===== config.mk =====
export PLATFORM = sky130hd
export DESIGN_NAME = explicit_heat_conduction_sweep_core
export DESIGN_NICKNAME = d
export VERILOG_FILES = /design/src/hw/rtl/ehcs_pkg.sv /design/src/hw/rtl/ehcs_queue.sv /design/src/hw/rtl/ehcs_front.sv /design/src/hw/rtl/ehcs_back.sv /design/src/hw/rtl/explicit_heat_conduction_sweep_core.sv
export SDC_FILE = /design/constraint.sdc
export NUM_CORES = 2
export LEC_CHECK = 0
export BUFFER_PORTS_ARGS = -buffer_cell sky130_fd_sc_hd__buf_2
export CAP_MARGIN = 20
export CORE_MARGIN = 2
export CORE_UTILIZATION = 59
export DETAILED_ROUTE_END_ITERATION = 12
export PLACE_DENSITY = 0.78
export SLEW_MARGIN = 0
export SYNTH_ARGS = -nofsm -noshare
export SYNTH_HDL_FRONTEND = slang
export SYNTH_SLANG_ARGS = --single-unit

===== constraint.sdc =====
create_clock -name clk -period 9.1 [get_ports clk]
set_input_delay 0 -clock clk [delete_from_list [all_inputs] [get_ports clk]]
set_output_delay 0 -clock clk [all_outputs]
set_load 0.02 [all_outputs]

===== src/hw/rtl/ehcs_pkg.sv =====
// Shared constants, codes and types of the heat conduction sweep core.
package ehcs_pkg;

  // fixed-point format of the coefficients
  localparam int Q_FRAC     = 16;
  localparam int FO_BITS    = 16;
  localparam int BI_BITS    = 24;

  // digit-serial multiplier: coefficient taken 8 bits per step, MSB first
  localparam int DIGIT_BITS = 8;
  localparam int K_BITS     = 24;
  localparam int NDIG       = K_BITS / DIGIT_BITS;
  localparam int CNT_BITS   = $clog2(NDIG);

  // job queue between front and back
  localparam int QUEUE_DEPTH = 4;
  localparam int QPTR_BITS   = $clog2(QUEUE_DEPTH);

  // configuration register indexes
  localparam int CFG_IDX_BITS = 3;
  typedef enum logic [CFG_IDX_BITS-1:0] {
    CFG_FOURIER = 3'd0,
    CFG_BIOT    = 3'd1,
    CFG_COOLANT = 3'd2,
    CFG_SOURCE  = 3'd3,
    CFG_TOL     = 3'd4
  } cfg_idx_t;

  // queue status seen by both ends
  typedef struct packed {
    logic full;
    logic empty;
  } q_stat_t;

endpackage


===== src/hw/rtl/ehcs_queue.sv =====
// Short job queue that decouples the node front end from the arithmetic back end.
module ehcs_queue
  import ehcs_pkg::*;
#(
  parameter int W = 97
) (
  input  logic         clk,
  input  logic         rst_n,
  input  logic         push,
  input  logic [W-1:0] push_data,
  input  logic         pop,
  output logic [W-1:0] pop_data,
  output q_stat_t      stat
);

  logic [W-1:0]         slot_r [QUEUE_DEPTH];
  logic [QPTR_BITS-1:0] wr_ptr_r, wr_ptr_nxt;
  logic [QPTR_BITS-1:0] rd_ptr_r, rd_ptr_nxt;
  logic [QPTR_BITS:0]   count_r, count_nxt;
  logic                 do_push, do_pop;

  assign stat.full  = (count_r == (QPTR_BITS+1)'(QUEUE_DEPTH));
  assign stat.empty = (count_r == '0);
  assign do_push    = push && !stat.full;
  assign do_pop     = pop && !stat.empty;
  assign pop_data   = slot_r[rd_ptr_r];

  always_comb begin
    wr_ptr_nxt = do_push ? wr_ptr_r + 1'b1 : wr_ptr_r;
    rd_ptr_nxt = do_pop ? rd_ptr_r + 1'b1 : rd_ptr_r;
    count_nxt  = count_r;
    if (do_push && !do_pop) begin
      count_nxt = count_r + 1'b1;
    end else if (do_pop && !do_push) begin
      count_nxt = count_r - 1'b1;
    end
  end

  always_ff @(posedge clk) begin
    if (!rst_n) begin
      wr_ptr_r <= '0;
      rd_ptr_r <= '0;
      count_r  <= '0;
    end else begin
      wr_ptr_r <= wr_ptr_nxt;
      rd_ptr_r <= rd_ptr_nxt;
      count_r  <= count_nxt;
    end
  end

  always_ff @(posedge clk) begin
    if (do_push) begin
      slot_r[wr_ptr_r] <= push_data;
    end
  end

endmodule


===== src/hw/rtl/ehcs_front.sv =====
// Front end: takes node words, tracks the stencil window and issues update jobs.
module ehcs_front
  import ehcs_pkg::*;
#(
  parameter int TEMP_BITS = 32,
  parameter int JOB_W     = 3*TEMP_BITS + 1
) (
  input  logic                        clk,
  input  logic                        rst_n,
  input  logic                        in_valid,
  output logic                        in_ready,
  input  logic signed [TEMP_BITS-1:0] in_node_temp,
  input  logic                        in_is_last_node,
  input  q_stat_t                     q_stat,
  output logic                        q_push,
  output logic [JOB_W-1:0]            q_data
);

  // job layout: {surface, inner, node, outer}
  logic signed [TEMP_BITS-1:0] older_r, older_nxt;
  logic signed [TEMP_BITS-1:0] middle_r, middle_nxt;
  logic [1:0]                  seen_r, seen_nxt;
  logic                        pend_r, pend_nxt;
  logic [JOB_W-1:0]            pend_job_r, pend_job_nxt;
  logic                        accept;
  logic signed [TEMP_BITS-1:0] inner;

  assign in_ready = !pend_r && !q_stat.full;
  assign accept   = in_valid && in_ready;
  // the second node of a sweep mirrors itself as the centre's inner neighbour
  assign inner    = (seen_r == 2'd1) ? in_node_temp : older_r;

  always_comb begin
    older_nxt    = older_r;
    middle_nxt   = middle_r;
    seen_nxt     = seen_r;
    pend_nxt     = pend_r;
    pend_job_nxt = pend_job_r;
    q_push       = 1'b0;
    q_data       = pend_job_r;
    if (pend_r) begin
      q_push = !q_stat.full;
      if (!q_stat.full) begin
        pend_nxt = 1'b0;
      end
    end else if (accept) begin
      if (seen_r == 2'd0) begin
        if (in_is_last_node) begin
          // lone node: surface update with itself as inner neighbour
          q_push = 1'b1;
          q_data = {1'b1, in_node_temp, in_node_temp, in_node_temp};
        end else begin
          middle_nxt = in_node_temp;
          seen_nxt   = 2'd1;
        end
      end else begin
        q_push = 1'b1;
        q_data = {1'b0, inner, middle_r, in_node_temp};
        if (in_is_last_node) begin
          pend_nxt     = 1'b1;
          pend_job_nxt = {1'b1, middle_r, in_node_temp, in_node_temp};
          seen_nxt     = 2'd0;
        end else begin
          older_nxt  = middle_r;
          middle_nxt = in_node_temp;
          seen_nxt   = 2'd2;
        end
      end
    end
  end

  always_ff @(posedge clk) begin
    if (!rst_n) begin
      seen_r <= 2'd0;
      pend_r <= 1'b0;
    end else begin
      seen_r <= seen_nxt;
      pend_r <= pend_nxt;
    end
  end

  always_ff @(posedge clk) begin
    older_r    <= older_nxt;
    middle_r   <= middle_nxt;
    pend_job_r <= pend_job_nxt;
  end

endmodule


===== src/hw/rtl/ehcs_back.sv =====
// Back end: digit-serial stencil arithmetic, saturation and convergence tracking.
module ehcs_back
  import ehcs_pkg::*;
#(
  parameter int TEMP_BITS = 32,
  parameter int JOB_W     = 3*TEMP_BITS + 1
) (
  input  logic                        clk,
  input  logic                        rst_n,
  input  q_stat_t                     q_stat,
  input  logic [JOB_W-1:0]            q_data,
  output logic                        q_pop,
  input  logic [FO_BITS-1:0]          fourier,
  input  logic [BI_BITS-1:0]          biot,
  input  logic signed [TEMP_BITS-1:0] coolant,
  input  logic signed [TEMP_BITS-1:0] source,
  input  logic [TEMP_BITS-2:0]        tol,
  output logic                        out_valid,
  input  logic                        out_ready,
  output logic signed [TEMP_BITS-1:0] out_new_temp,
  output logic                        out_last_of_sweep,
  output logic                        out_sweep_converged
);

  localparam int TW = TEMP_BITS;
  localparam int XW = TW + 11;        // widest bracket, convective term included
  localparam int PW = XW + K_BITS;    // full product
  localparam int RW = XW + 1;         // node plus scaled bracket
  localparam logic signed [PW-1:0] HALF = PW'(1) <<< (Q_FRAC - 1);
  localparam logic signed [RW-1:0] TMAX = RW'({1'b0, {(TW-1){1'b1}}});
  localparam logic signed [RW-1:0] TMIN = -TMAX - RW'(1);

  typedef enum logic [3:0] {
    S_IDLE = 4'b0001,
    S_MUL  = 4'b0010,
    S_BRK  = 4'b0100,
    S_FIN  = 4'b1000
  } state_t;

  state_t                state_r, state_nxt;
  logic [CNT_BITS-1:0]   cnt_r, cnt_nxt;
  logic                  conv_ph_r, conv_ph_nxt;
  logic                  all_within_r, all_within_nxt;
  logic                  surf_r, surf_nxt;
  logic signed [TW-1:0]  a_r, a_nxt;
  logic signed [TW-1:0]  m_r, m_nxt;
  logic signed [XW-1:0]  mx_r, mx_nxt;
  logic [K_BITS-1:0]     kd_r, kd_nxt;
  logic signed [PW-1:0]  acc_r, acc_nxt;
  logic                  ov_r, ov_nxt;
  logic signed [TW-1:0]  ot_r, ot_nxt;
  logic                  ol_r, ol_nxt;
  logic                  oc_r, oc_nxt;

  logic                  q_surf;
  logic signed [TW-1:0]  q_a, q_m, q_n;
  logic signed [XW+8:0]  pp;
  logic signed [PW-1:0]  rsum;
  logic signed [XW-1:0]  rnd;
  logic signed [RW-1:0]  raw, sat;
  logic signed [TW-1:0]  t_new;
  logic signed [TW:0]    diff;
  logic [TW:0]           adiff;
  logic                  tol_ok;
  logic                  out_free;

  assign {q_surf, q_a, q_m, q_n} = q_data;

  assign pp    = mx_r * $signed({1'b0, kd_r[K_BITS-1 -: DIGIT_BITS]});
  // round to nearest, halves toward +infinity
  assign rsum  = acc_r + HALF;
  assign rnd   = rsum[Q_FRAC +: XW];
  assign raw   = RW'(m_r) + RW'(rnd);
  assign sat   = (raw > TMAX) ? TMAX : ((raw < TMIN) ? TMIN : raw);
  assign t_new = sat[TW-1:0];
  assign diff  = (TW+1)'(t_new) - (TW+1)'(m_r);
  assign adiff = diff[TW] ? (TW+1)'(-diff) : (TW+1)'(diff);
  assign tol_ok = (adiff <= {2'b00, tol});
  assign out_free = !ov_r || out_ready;

  assign q_pop = (state_r == S_IDLE) && !q_stat.empty;

  always_comb begin
    state_nxt      = state_r;
    cnt_nxt        = cnt_r;
    conv_ph_nxt    = conv_ph_r;
    all_within_nxt = all_within_r;
    surf_nxt       = surf_r;
    a_nxt          = a_r;
    m_nxt          = m_r;
    mx_nxt         = mx_r;
    kd_nxt         = kd_r;
    acc_nxt        = acc_r;
    ov_nxt         = ov_r && !out_ready;
    ot_nxt         = ot_r;
    ol_nxt         = ol_r;
    oc_nxt         = oc_r;
    case (state_r)
      S_IDLE: begin
        if (!q_stat.empty) begin
          surf_nxt = q_surf;
          a_nxt    = q_a;
          m_nxt    = q_m;
          acc_nxt  = '0;
          cnt_nxt  = '0;
          if (q_surf) begin
            // convective term first: 2*(Tc - m) times Bi
            mx_nxt      = (XW'(coolant) - XW'(q_m)) <<< 1;
            kd_nxt      = K_BITS'(biot);
            conv_ph_nxt = 1'b1;
          end else begin
            mx_nxt      = XW'(q_a) + XW'(q_n) + XW'(source) - (XW'(q_m) <<< 1);
            kd_nxt      = K_BITS'(fourier);
            conv_ph_nxt = 1'b0;
          end
          state_nxt = S_MUL;
        end
      end
      S_MUL: begin
        acc_nxt = (acc_r <<< DIGIT_BITS) + PW'(pp);
        kd_nxt  = kd_r << DIGIT_BITS;
        cnt_nxt = cnt_r + 1'b1;
        if (cnt_r == CNT_BITS'(NDIG - 1)) begin
          state_nxt = conv_ph_r ? S_BRK : S_FIN;
        end
      end
      S_BRK: begin
        mx_nxt      = ((XW'(a_r) - XW'(m_r)) <<< 1) + XW'(source) + rnd;
        kd_nxt      = K_BITS'(fourier);
        acc_nxt     = '0;
        cnt_nxt     = '0;
        conv_ph_nxt = 1'b0;
        state_nxt   = S_MUL;
      end
      S_FIN: begin
        if (out_free) begin
          ov_nxt = 1'b1;
          ot_nxt = t_new;
          ol_nxt = surf_r;
          oc_nxt = surf_r && all_within_r && tol_ok;
          // restart the tally at the end of a sweep
          all_within_nxt = surf_r ? 1'b1 : (all_within_r && tol_ok);
          state_nxt = S_IDLE;
        end
      end
      default: begin
        state_nxt = S_IDLE;
      end
    endcase
  end

  always_ff @(posedge clk) begin
    if (!rst_n) begin
      state_r      <= S_IDLE;
      cnt_r        <= '0;
      conv_ph_r    <= 1'b0;
      all_within_r <= 1'b1;
      ov_r         <= 1'b0;
    end else begin
      state_r      <= state_nxt;
      cnt_r        <= cnt_nxt;
      conv_ph_r    <= conv_ph_nxt;
      all_within_r <= all_within_nxt;
      ov_r         <= ov_nxt;
    end
  end

  always_ff @(posedge clk) begin
    surf_r <= surf_nxt;
    a_r    <= a_nxt;
    m_r    <= m_nxt;
    mx_r   <= mx_nxt;
    kd_r   <= kd_nxt;
    acc_r  <= acc_nxt;
    ot_r   <= ot_nxt;
    ol_r   <= ol_nxt;
    oc_r   <= oc_nxt;
  end

  assign out_valid           = ov_r;
  assign out_new_temp        = ot_r;
  assign out_last_of_sweep   = ol_r;
  assign out_sweep_converged = oc_r;

endmodule


===== src/hw/rtl/explicit_heat_conduction_sweep_core.sv =====
// Explicit 1-D heat conduction sweep core: one FTCS time step over a rod's radial nodes.
//
// Node temperatures enter centre first, one word per handshake, and the surface node
// carries is_last_node. Each node's updated temperature leaves one node late; the
// surface result follows right after the last interior one. The front end turns
// nodes into update jobs (none for the first node of a sweep, two for the surface
// node of a sweep of two or more nodes) and parks them in a four-entry queue. The
// back end works one job at a time through a shared 8-bit digit-serial multiplier,
// three steps per coefficient product: an interior or centre update needs the Fourier
// product alone, a surface update the convective product, a bracket step and then
// the Fourier product. The front end takes a word per cycle while the queue has room
// and no surface job is still pending. The last result flags whether every node of
// the sweep moved by at most tolerance. Configuration writes take effect at once and
// belong between sweeps, with the core drained.
module explicit_heat_conduction_sweep_core
  import ehcs_pkg::*;
#(
  parameter int TEMP_BITS = 32,
  parameter int FRAC_BITS = 16
) (
  input  logic                        clk,
  input  logic                        rst_n,
  input  logic                        cfg_we,
  input  logic [CFG_IDX_BITS-1:0]     cfg_index,
  input  logic [((TEMP_BITS > BI_BITS) ? TEMP_BITS : BI_BITS)-1:0] cfg_wdata,
  input  logic                        in_valid,
  output logic                        in_ready,
  input  logic signed [TEMP_BITS-1:0] in_node_temp,
  input  logic                        in_is_last_node,
  output logic                        out_valid,
  input  logic                        out_ready,
  output logic signed [TEMP_BITS-1:0] out_new_temp,
  output logic                        out_last_of_sweep,
  output logic                        out_sweep_converged
);

  localparam int JOB_W = 3*TEMP_BITS + 1;

  logic [FO_BITS-1:0]          fo_r;
  logic [BI_BITS-1:0]          bi_r;
  logic signed [TEMP_BITS-1:0] tc_r;
  logic signed [TEMP_BITS-1:0] src_r;
  logic [TEMP_BITS-2:0]        tol_r;

  q_stat_t          q_stat;
  logic             q_push, q_pop;
  logic [JOB_W-1:0] q_wdata, q_rdata;

  always_ff @(posedge clk) begin
    if (!rst_n) begin
      fo_r  <= FO_BITS'(16384);
      bi_r  <= '0;
      tc_r  <= '0;
      src_r <= '0;
      tol_r <= (TEMP_BITS-1)'(1) << FRAC_BITS;
    end else if (cfg_we) begin
      case (cfg_index)
        CFG_FOURIER: fo_r  <= cfg_wdata[FO_BITS-1:0];
        CFG_BIOT:    bi_r  <= cfg_wdata[BI_BITS-1:0];
        CFG_COOLANT: tc_r  <= cfg_wdata[TEMP_BITS-1:0];
        CFG_SOURCE:  src_r <= cfg_wdata[TEMP_BITS-1:0];
        CFG_TOL:     tol_r <= cfg_wdata[TEMP_BITS-2:0];
        default: begin
          // drop writes to unmapped indexes
        end
      endcase
    end
  end

  ehcs_front #(
    .TEMP_BITS (TEMP_BITS),
    .JOB_W     (JOB_W)
  ) u_front (
    .clk             (clk),
    .rst_n           (rst_n),
    .in_valid        (in_valid),
    .in_ready        (in_ready),
    .in_node_temp    (in_node_temp),
    .in_is_last_node (in_is_last_node),
    .q_stat          (q_stat),
    .q_push          (q_push),
    .q_data          (q_wdata)
  );

  ehcs_queue #(
    .W (JOB_W)
  ) u_queue (
    .clk       (clk),
    .rst_n     (rst_n),
    .push      (q_push),
    .push_data (q_wdata),
    .pop       (q_pop),
    .pop_data  (q_rdata),
    .stat      (q_stat)
  );

  ehcs_back #(
    .TEMP_BITS (TEMP_BITS),
    .JOB_W     (JOB_W)
  ) u_back (
    .clk                 (clk),
    .rst_n               (rst_n),
    .q_stat              (q_stat),
    .q_data              (q_rdata),
    .q_pop               (q_pop),
    .fourier             (fo_r),
    .biot                (bi_r),
    .coolant             (tc_r),
    .source              (src_r),
    .tol                 (tol_r),
    .out_valid           (out_valid),
    .out_ready           (out_ready),
    .out_new_temp        (out_new_temp),
    .out_last_of_sweep   (out_last_of_sweep),
    .out_sweep_converged (out_sweep_converged)
  );

endmodule


-- Word-level counts from Yosys, hierarchy flattened
Memories as Yosys holds them, arrays and structs flattened. A register that Yosys moved wholly into a read port is not among the register bits.
Index checks and enable logic that the tools add are counted.
- add/subtract/negate cells: 17
- multipliers: 1
- magnitude comparators: 3
- equality and inequality tests: 15
- mux-type cells: 46
- bitwise operators: 4
- reduce and logical (&&, ||, !) cells: 39
- operators by type and width (operator ; count):
    $mux W97 ; 3
    $pmux W59 S3 ; 1
    $sub A32 B32 Y33 ; 3
    $mux W32 ; 3
    $mux W96 ; 1
    $mux W43 ; 2
    $pmux W43 S2 ; 1
    $pmux W24 S3 ; 1
    $add A59 B17 Y59 const B ; 1
    $add A59 B52 Y59 ; 1
    $mux W59 ; 1
    $mul A43 B9 Y52 ; 1
    $mux W24 ; 2
    $add A32 B43 Y44 ; 1
    $gt A44 B32 Y1 const B ; 1
    $lt A44 B32 Y1 const B ; 1
    $add A43 B43 Y43 ; 1
    $sub A43 B33 Y43 ; 1
    $add A34 B32 Y35 ; 1
    $add A33 B32 Y34 ; 1
    $add A32 B32 Y33 ; 1
    $le A33 B31 Y1 ; 1
    $mux W33 ; 1
    $neg A33 Y33 ; 1
    other kinds (32) ; 93
- bits in registers: 539
- bits in writable memories: 388
- input port bits: 73
- output and inout port bits: 36
- word-level logic and storage cells: 153
- memories kept: 1
- memories (name ; depth ; width ; read ports ; clocked after memory_dff ; wr ports ; RTL line ; RTL):
    u_queue.slot_r ; 4 ; 97 ; 1 ; 1 ; 1 ; ehcs_queue.sv:16 ; logic [W-1:0] slot_r [QUEUE_DEPTH];

-- Logic depth before layout (Yosys ltp)
- depth after elaboration: 11
- mapped depth: 47
- depth with buffers taken out: 44

-- Modules after synthesis
From an unflattened synthesis, not the netlist that was laid out.
- cells, all modules: 5608
- area total of the unflattened synthesis: 63495.9 um2
- by module, submodules not included (module ; times used ; cells an instance ; area an instance (um2) ; seq. area each (um2)):
    ehcs_back ; 1 ; 4232 ; 38247.9 ; 6936.7
    ehcs_queue ; 1 ; 555 ; 14471.4 ; 11831.3
    ehcs_front ; 1 ; 342 ; 5765.5 ; 3903.7
    explicit_heat_conduction_sweep_core ; 1 ; 479 ; 5011.1 ; 2702.6

-- Worst setup path before layout
No wires, ideal clock.
- kind: register to register
- start point: reg u_back.acc_r[21]
- end point: reg u_back.all_within_r
- library setup time: 0.222 ns
- data arrival time: 9.455 ns
- data required time: 8.878 ns
- slack: -0.576 ns
- cell stages (with the launch flop): 45
- path buffers: 3
- period minus slack after synthesis: 9.676 ns
- path through: edfxtp_1 > nand4_1 > or4_1 > or3_1 > nor2_1 > and2_1 > nor2b_1 > nand3_1 > nor2_1 > xor2_1 > ha_1 > clkbuf_1 > a21o_1 > a21o_1 > a21oi_1 > o21ai_0 > nand2_1 > nand2_1 > [9 not listed] > o21ai_1 > a211o_1 > a2111oi_0 > o21ai_0 > o311a_1 > or4_1 > or3_1 > o21ai_0 > xnor2_1 > ha_1 > nand4_1 > nor2_1 > nand2_1 > nor3_1 > o21ai_0 > a21oi_1 > a31o_2 > a41oi_1
- cells in the longest elaborated chain, start to end: 11
- elaborated cells on any way between the ends: 12
- classes of those cells: add/sub (4); order compare (3); mux (4); reduce/logical (1)
- ends and longest elaborated chain (element ; RTL line ; RTL):
    start: declaration ; ehcs_back.sv:49 ; logic signed [PW-1:0] acc_r, acc_nxt;
    start signal: assignment ; ehcs_back.sv:174 ; acc_r <= acc_nxt;
    $add A59 B17 Y59 * ; ehcs_back.sv:71 ; assign rsum = acc_r + HALF;
    $add A32 B43 Y44 * ; ehcs_back.sv:73 ; assign raw = RW'(m_r) + RW'(rnd);
    $lt A44 B32 Y1 ; ehcs_back.sv:74 ; assign sat = (raw > TMAX) ? TMAX : ((raw < TMIN) ? TMIN : raw);
    $mux W32 ; ehcs_back.sv:74 ;
    $mux W32 * ; ehcs_back.sv:74 ;
    named net u_back.sat[3] ; ehcs_back.sv:60 ; logic signed [RW-1:0] raw, sat;
    $sub A32 B32 Y33 * ; ehcs_back.sv:76 ; assign diff = (TW+1)'(t_new) - (TW+1)'(m_r);
    $neg A33 Y33 ; ehcs_back.sv:77 ; assign adiff = diff[TW] ? (TW+1)'(-diff) : (TW+1)'(diff);
    $mux W33 * ; ehcs_back.sv:77 ;
    $le A33 B31 Y1 * ; ehcs_back.sv:78 ; assign tol_ok = (adiff <= {2'b00, tol});
    $logic_and A1 B1 Y1 * ; ehcs_back.sv:142 ; all_within_nxt = surf_r ? 1'b1 : (all_within_r && tol_ok);
    $mux W1 * ; ehcs_back.sv:142 ;
    end signal: assignment ; ehcs_back.sv:163 ; all_within_r <= all_within_nxt;
    end: declaration ; ehcs_back.sv:43 ; logic all_within_r, all_within_nxt;
Mark *: on every way through the listed nets, which the timed path passes. The rest lies on a longest branch.
A chain may end at the register's enable or synchronous reset.

-- Worst setup path in the final report
- start point: reg u_back.acc_r[23]
- end point: reg u_back.all_within_r
The elaborated chain is that of the path after synthesis.

==> flow_summary.ini <==
[global_route]
top_usage_layer = met2
first_global_vias = 51400
track_usage = 0.344
use_met3 = 0.0466
antenna_found_initial = 10
grt_util_met2 = 0.568
grt_pass1_wl_um = 294000
grt_util_met1 = 0.466
grt_overflow = 0
grt_max_degree = 96

[clock_tree]
clock_latency_ps = 720
cts.clk_slew.worst_paths_ps = 70
cts_tree = yes
cts_sinks = 897
cts_root_buf = clkbuf_16
cts_buffer_depth = 3
h-tree-depth = 3
numCtsBuffers = 92

[critical_path]
arrival_ps = 10240
crit_top_cell = buf_4
required_ps = 9700
crit_type = register to register
critPathMaxFanout = 8
slowest_stage = or4_4
cpPeakStageDelay_ps = 560
crit_path_start_kind = register
worstSetupEndpointType = register

[timing]
finalHoldViolCount = 0
setup_viol = 2
final_critical_path_setup_slack_ps = -540
max_freq_mhz = 104
worst_pin_slew_ps = 1170
skew_ps = 58.8
slew_headroom = 0.219
maxSlewViolCount = 0
post-route-period-util = 1.06
min_period_ps = 9640
rsz0062_at_grt = true

[finish]
finish.net_count = 7674
drive_gt1_frac = 0.166
fillerInstances = 7939
syn_to_final_growth_pct = 17.1
final_area_mm2 = 0.0752
stdcell_count = 8291

[detailed_routing]
route.detailed.drc = 0
totalWireLength_um = 192000
dr.pass1.iters = 9
wl_per_cell_um = 23.2
drtIter0Drc = 5165
vias = 50800
drt-vias-per-instance = 6.13
postRouteAntennaNets = 0

[yosys]
synthCells = 6127
netlist_area_mm2 = 0.0642
synth_top_area_share = 0.346
ys_seq_area_frac = 0.395
synth-edff-count = 741
synth-seq-cells = 897
synth.distinct_cells = 91
yosys.area.top_type = edfxtp_1
async_reset_ff_frac = 0
ys_warn_count = 0
avgSynthCellArea_um2 = 10.5
synthesis.nets = 7004
ys_top_cells_by_area = edfxtp_1, fa_1, ha_1
synth_ff_type = edfxtp_1

[worst_hold_path]
min_path_type = input port to register

[placement]
numPortBuffers = 108
post-place-ws_ps = -822
dpl-instance-area_mm2 = 0.0701
gp_congestion = 0.947
dpl.cell_count = 7997
hpwl_um = 142000

[die]
die-area_mm2 = 0.112
pin_count = 109
rows = 121
core_area_mm2 = 0.108
start_util = 0.593
die_x_um = 334
die_y_um = 334

[outcome]
violations = negative setup slack
status = finished with violations

[job]
drv_cap = 0
==> stage by stage <==
stage                     setup TNS [ps]  utilization  hold slack (ps)
final                              -1030        0.694             59.9
after CTS                           -689        0.689             12.0
after global placement             -1400        0.647              241
after global routing               -1790        0.694             66.9
after floorplan                        0            -             98.9
after detailed placement           -1630        0.647              243
==> critical path, delay by kind of cell, from the launching register on <==
family	cells	cell delay, ps
DFF	1	350
adders and majority gates	3	970
AOI/OAI and AO/OA	22	3960
buffers and inverters	6	1040
xor gates and xnor gates	3	880
and+or+nand+nor	7	2310
==> final timing paths <==
kind	startpoint	endpoint	slack, ps	cells past startpoint
worst max-delay path	u_back.acc_r[23]	u_back.all_within_r	-540	41
worst min-delay path	cfg_we	tol_r[5]	60	5
worst max register to register	u_back.acc_r[23]	u_back.all_within_r	-540	41
worst min register to register	bi_r[0]	bi_r[0]	460	2
==> layer usage <==
metal | wire, µm | part of all wire
met5 | 0 | 0
met2 | 91300 | 0.47
met3 | 16200 | 0.084
met4 | 7150 | 0.037
met1 | 77800 | 0.40
==> what timing repair did <==
| item | 4_1_cts | 5_1_grt |
|---|---|---|
| pin swaps | 52 | 46 |
| cloned | 2 | 0 |
| hold buffers | 74 | 0 |
| endpoints found under the setup margin | 2 | 2 |
| endpoints found under the hold margin | 616 | 0 |
| setup buffers | 29 | 13 |
| gates resized for setup | 99 | 82 |
==> Yosys cell counts, types with 13 or more instances <==
master and count:
a211o_1 13, a211oi_1 50, a21boi_0 145, a21o_1 175, a21oi_1 349, a222oi_1 20, a31oi_1 45, and2_1 265
and3_1 53, buf_1 17, clkbuf_1 179, dfxtp_1 156, edfxtp_1 741, fa_1 358, ha_1 446, inv_1 548
mux2i_1 38, mux4_2 96, nand2_1 780, nand2b_1 45, nand3_1 92, nand3b_1 15, nand4_1 44, nor2_1 300
nor2b_1 57, nor3_1 73, nor3b_1 21, nor4_1 13, o211ai_1 32, o21a_1 62, o21ai_0 238, o21bai_1 34
o22ai_1 39, o31ai_1 27, or3_1 19, xnor2_1 209, xor2_1 125
==> cell usage in the layout (no fill, tap or decap), types with 20 or more instances in the layout <==
cell type,instances
mux2i_1,38
o22ai_1,38
dlygate4sd3_1,74
dfxtp_1,154
o21ai_1,23
a211oi_1,46
o21a_1,62
a222oi_1,20
o21ai_0,206
and2_1,259
buf_4,579
mux4_2,96
a21oi_1,332
fa_1,357
o21ai_2,20
nand4_1,44
ha_1,434
nor2b_1,54
xor2_1,120
nor3_1,68
and3_1,50
a21boi_0,144
clkbuf_16,96
nand2b_1,44
edfxtp_1,741
o21bai_1,33
o211ai_1,32
a21o_1,175
xnor2_1,198
buf_2,107
a31oi_1,45
o31ai_1,26
inv_1,547
nand3_1,86
nor2_1,285
nand2_1,776
==> logic make-up (layout without fill, tap and decap cells) <==
family	count (synthesis)	after routing	share of synthesized area
simple gates	1823	1823	0.135
compound gates	1380	1380	0.142
mux	137	137	0.0401
fa+ha+maj	804	804	0.198
other cells	0	1	0
flops	897	897	0.395
xor+xnor	334	334	0.0455
buf+inv	752	1501	0.0444
==> cell type report <==
type,count,area [µm²],share of cell area
multi-input combinational,4478,36900,0.490
tap,1414,1770,0.0235
sequential,897,25400,0.337
inverter,548,2060,0.0273
timing repair buffer,780,5930,0.0789
clock buffer,119,2530,0.0336
antenna,1,2.50,0.0000333
clock inverter,54,672,0.00893
==> flip-flops by register name (all words and copies together), names as in the netlist, 2 cells and up, named ones only <==
signal	flops
u_queue.wr_ptr_r	2
u_back.mx_r	43
u_back.m_r	32
u_front.middle_r	32
u_queue.slot_r	388
u_front.older_r	32
u_back.state_r	4
u_back.kd_r	24
bi_r	24
u_front.seen_r	2
u_back.out_new_temp	32
u_front.pend_job_r	64
tc_r	32
u_queue.count_r	3
u_back.a_r	32
u_queue.rd_ptr_r	2
fo_r	16
u_back.cnt_r	2
u_back.acc_r	59
src_r	32
tol_r	31
Power is left out: the tool's default activity adds up to more than one toggle a clock period on the data nets, which glitch-free logic cannot reach.
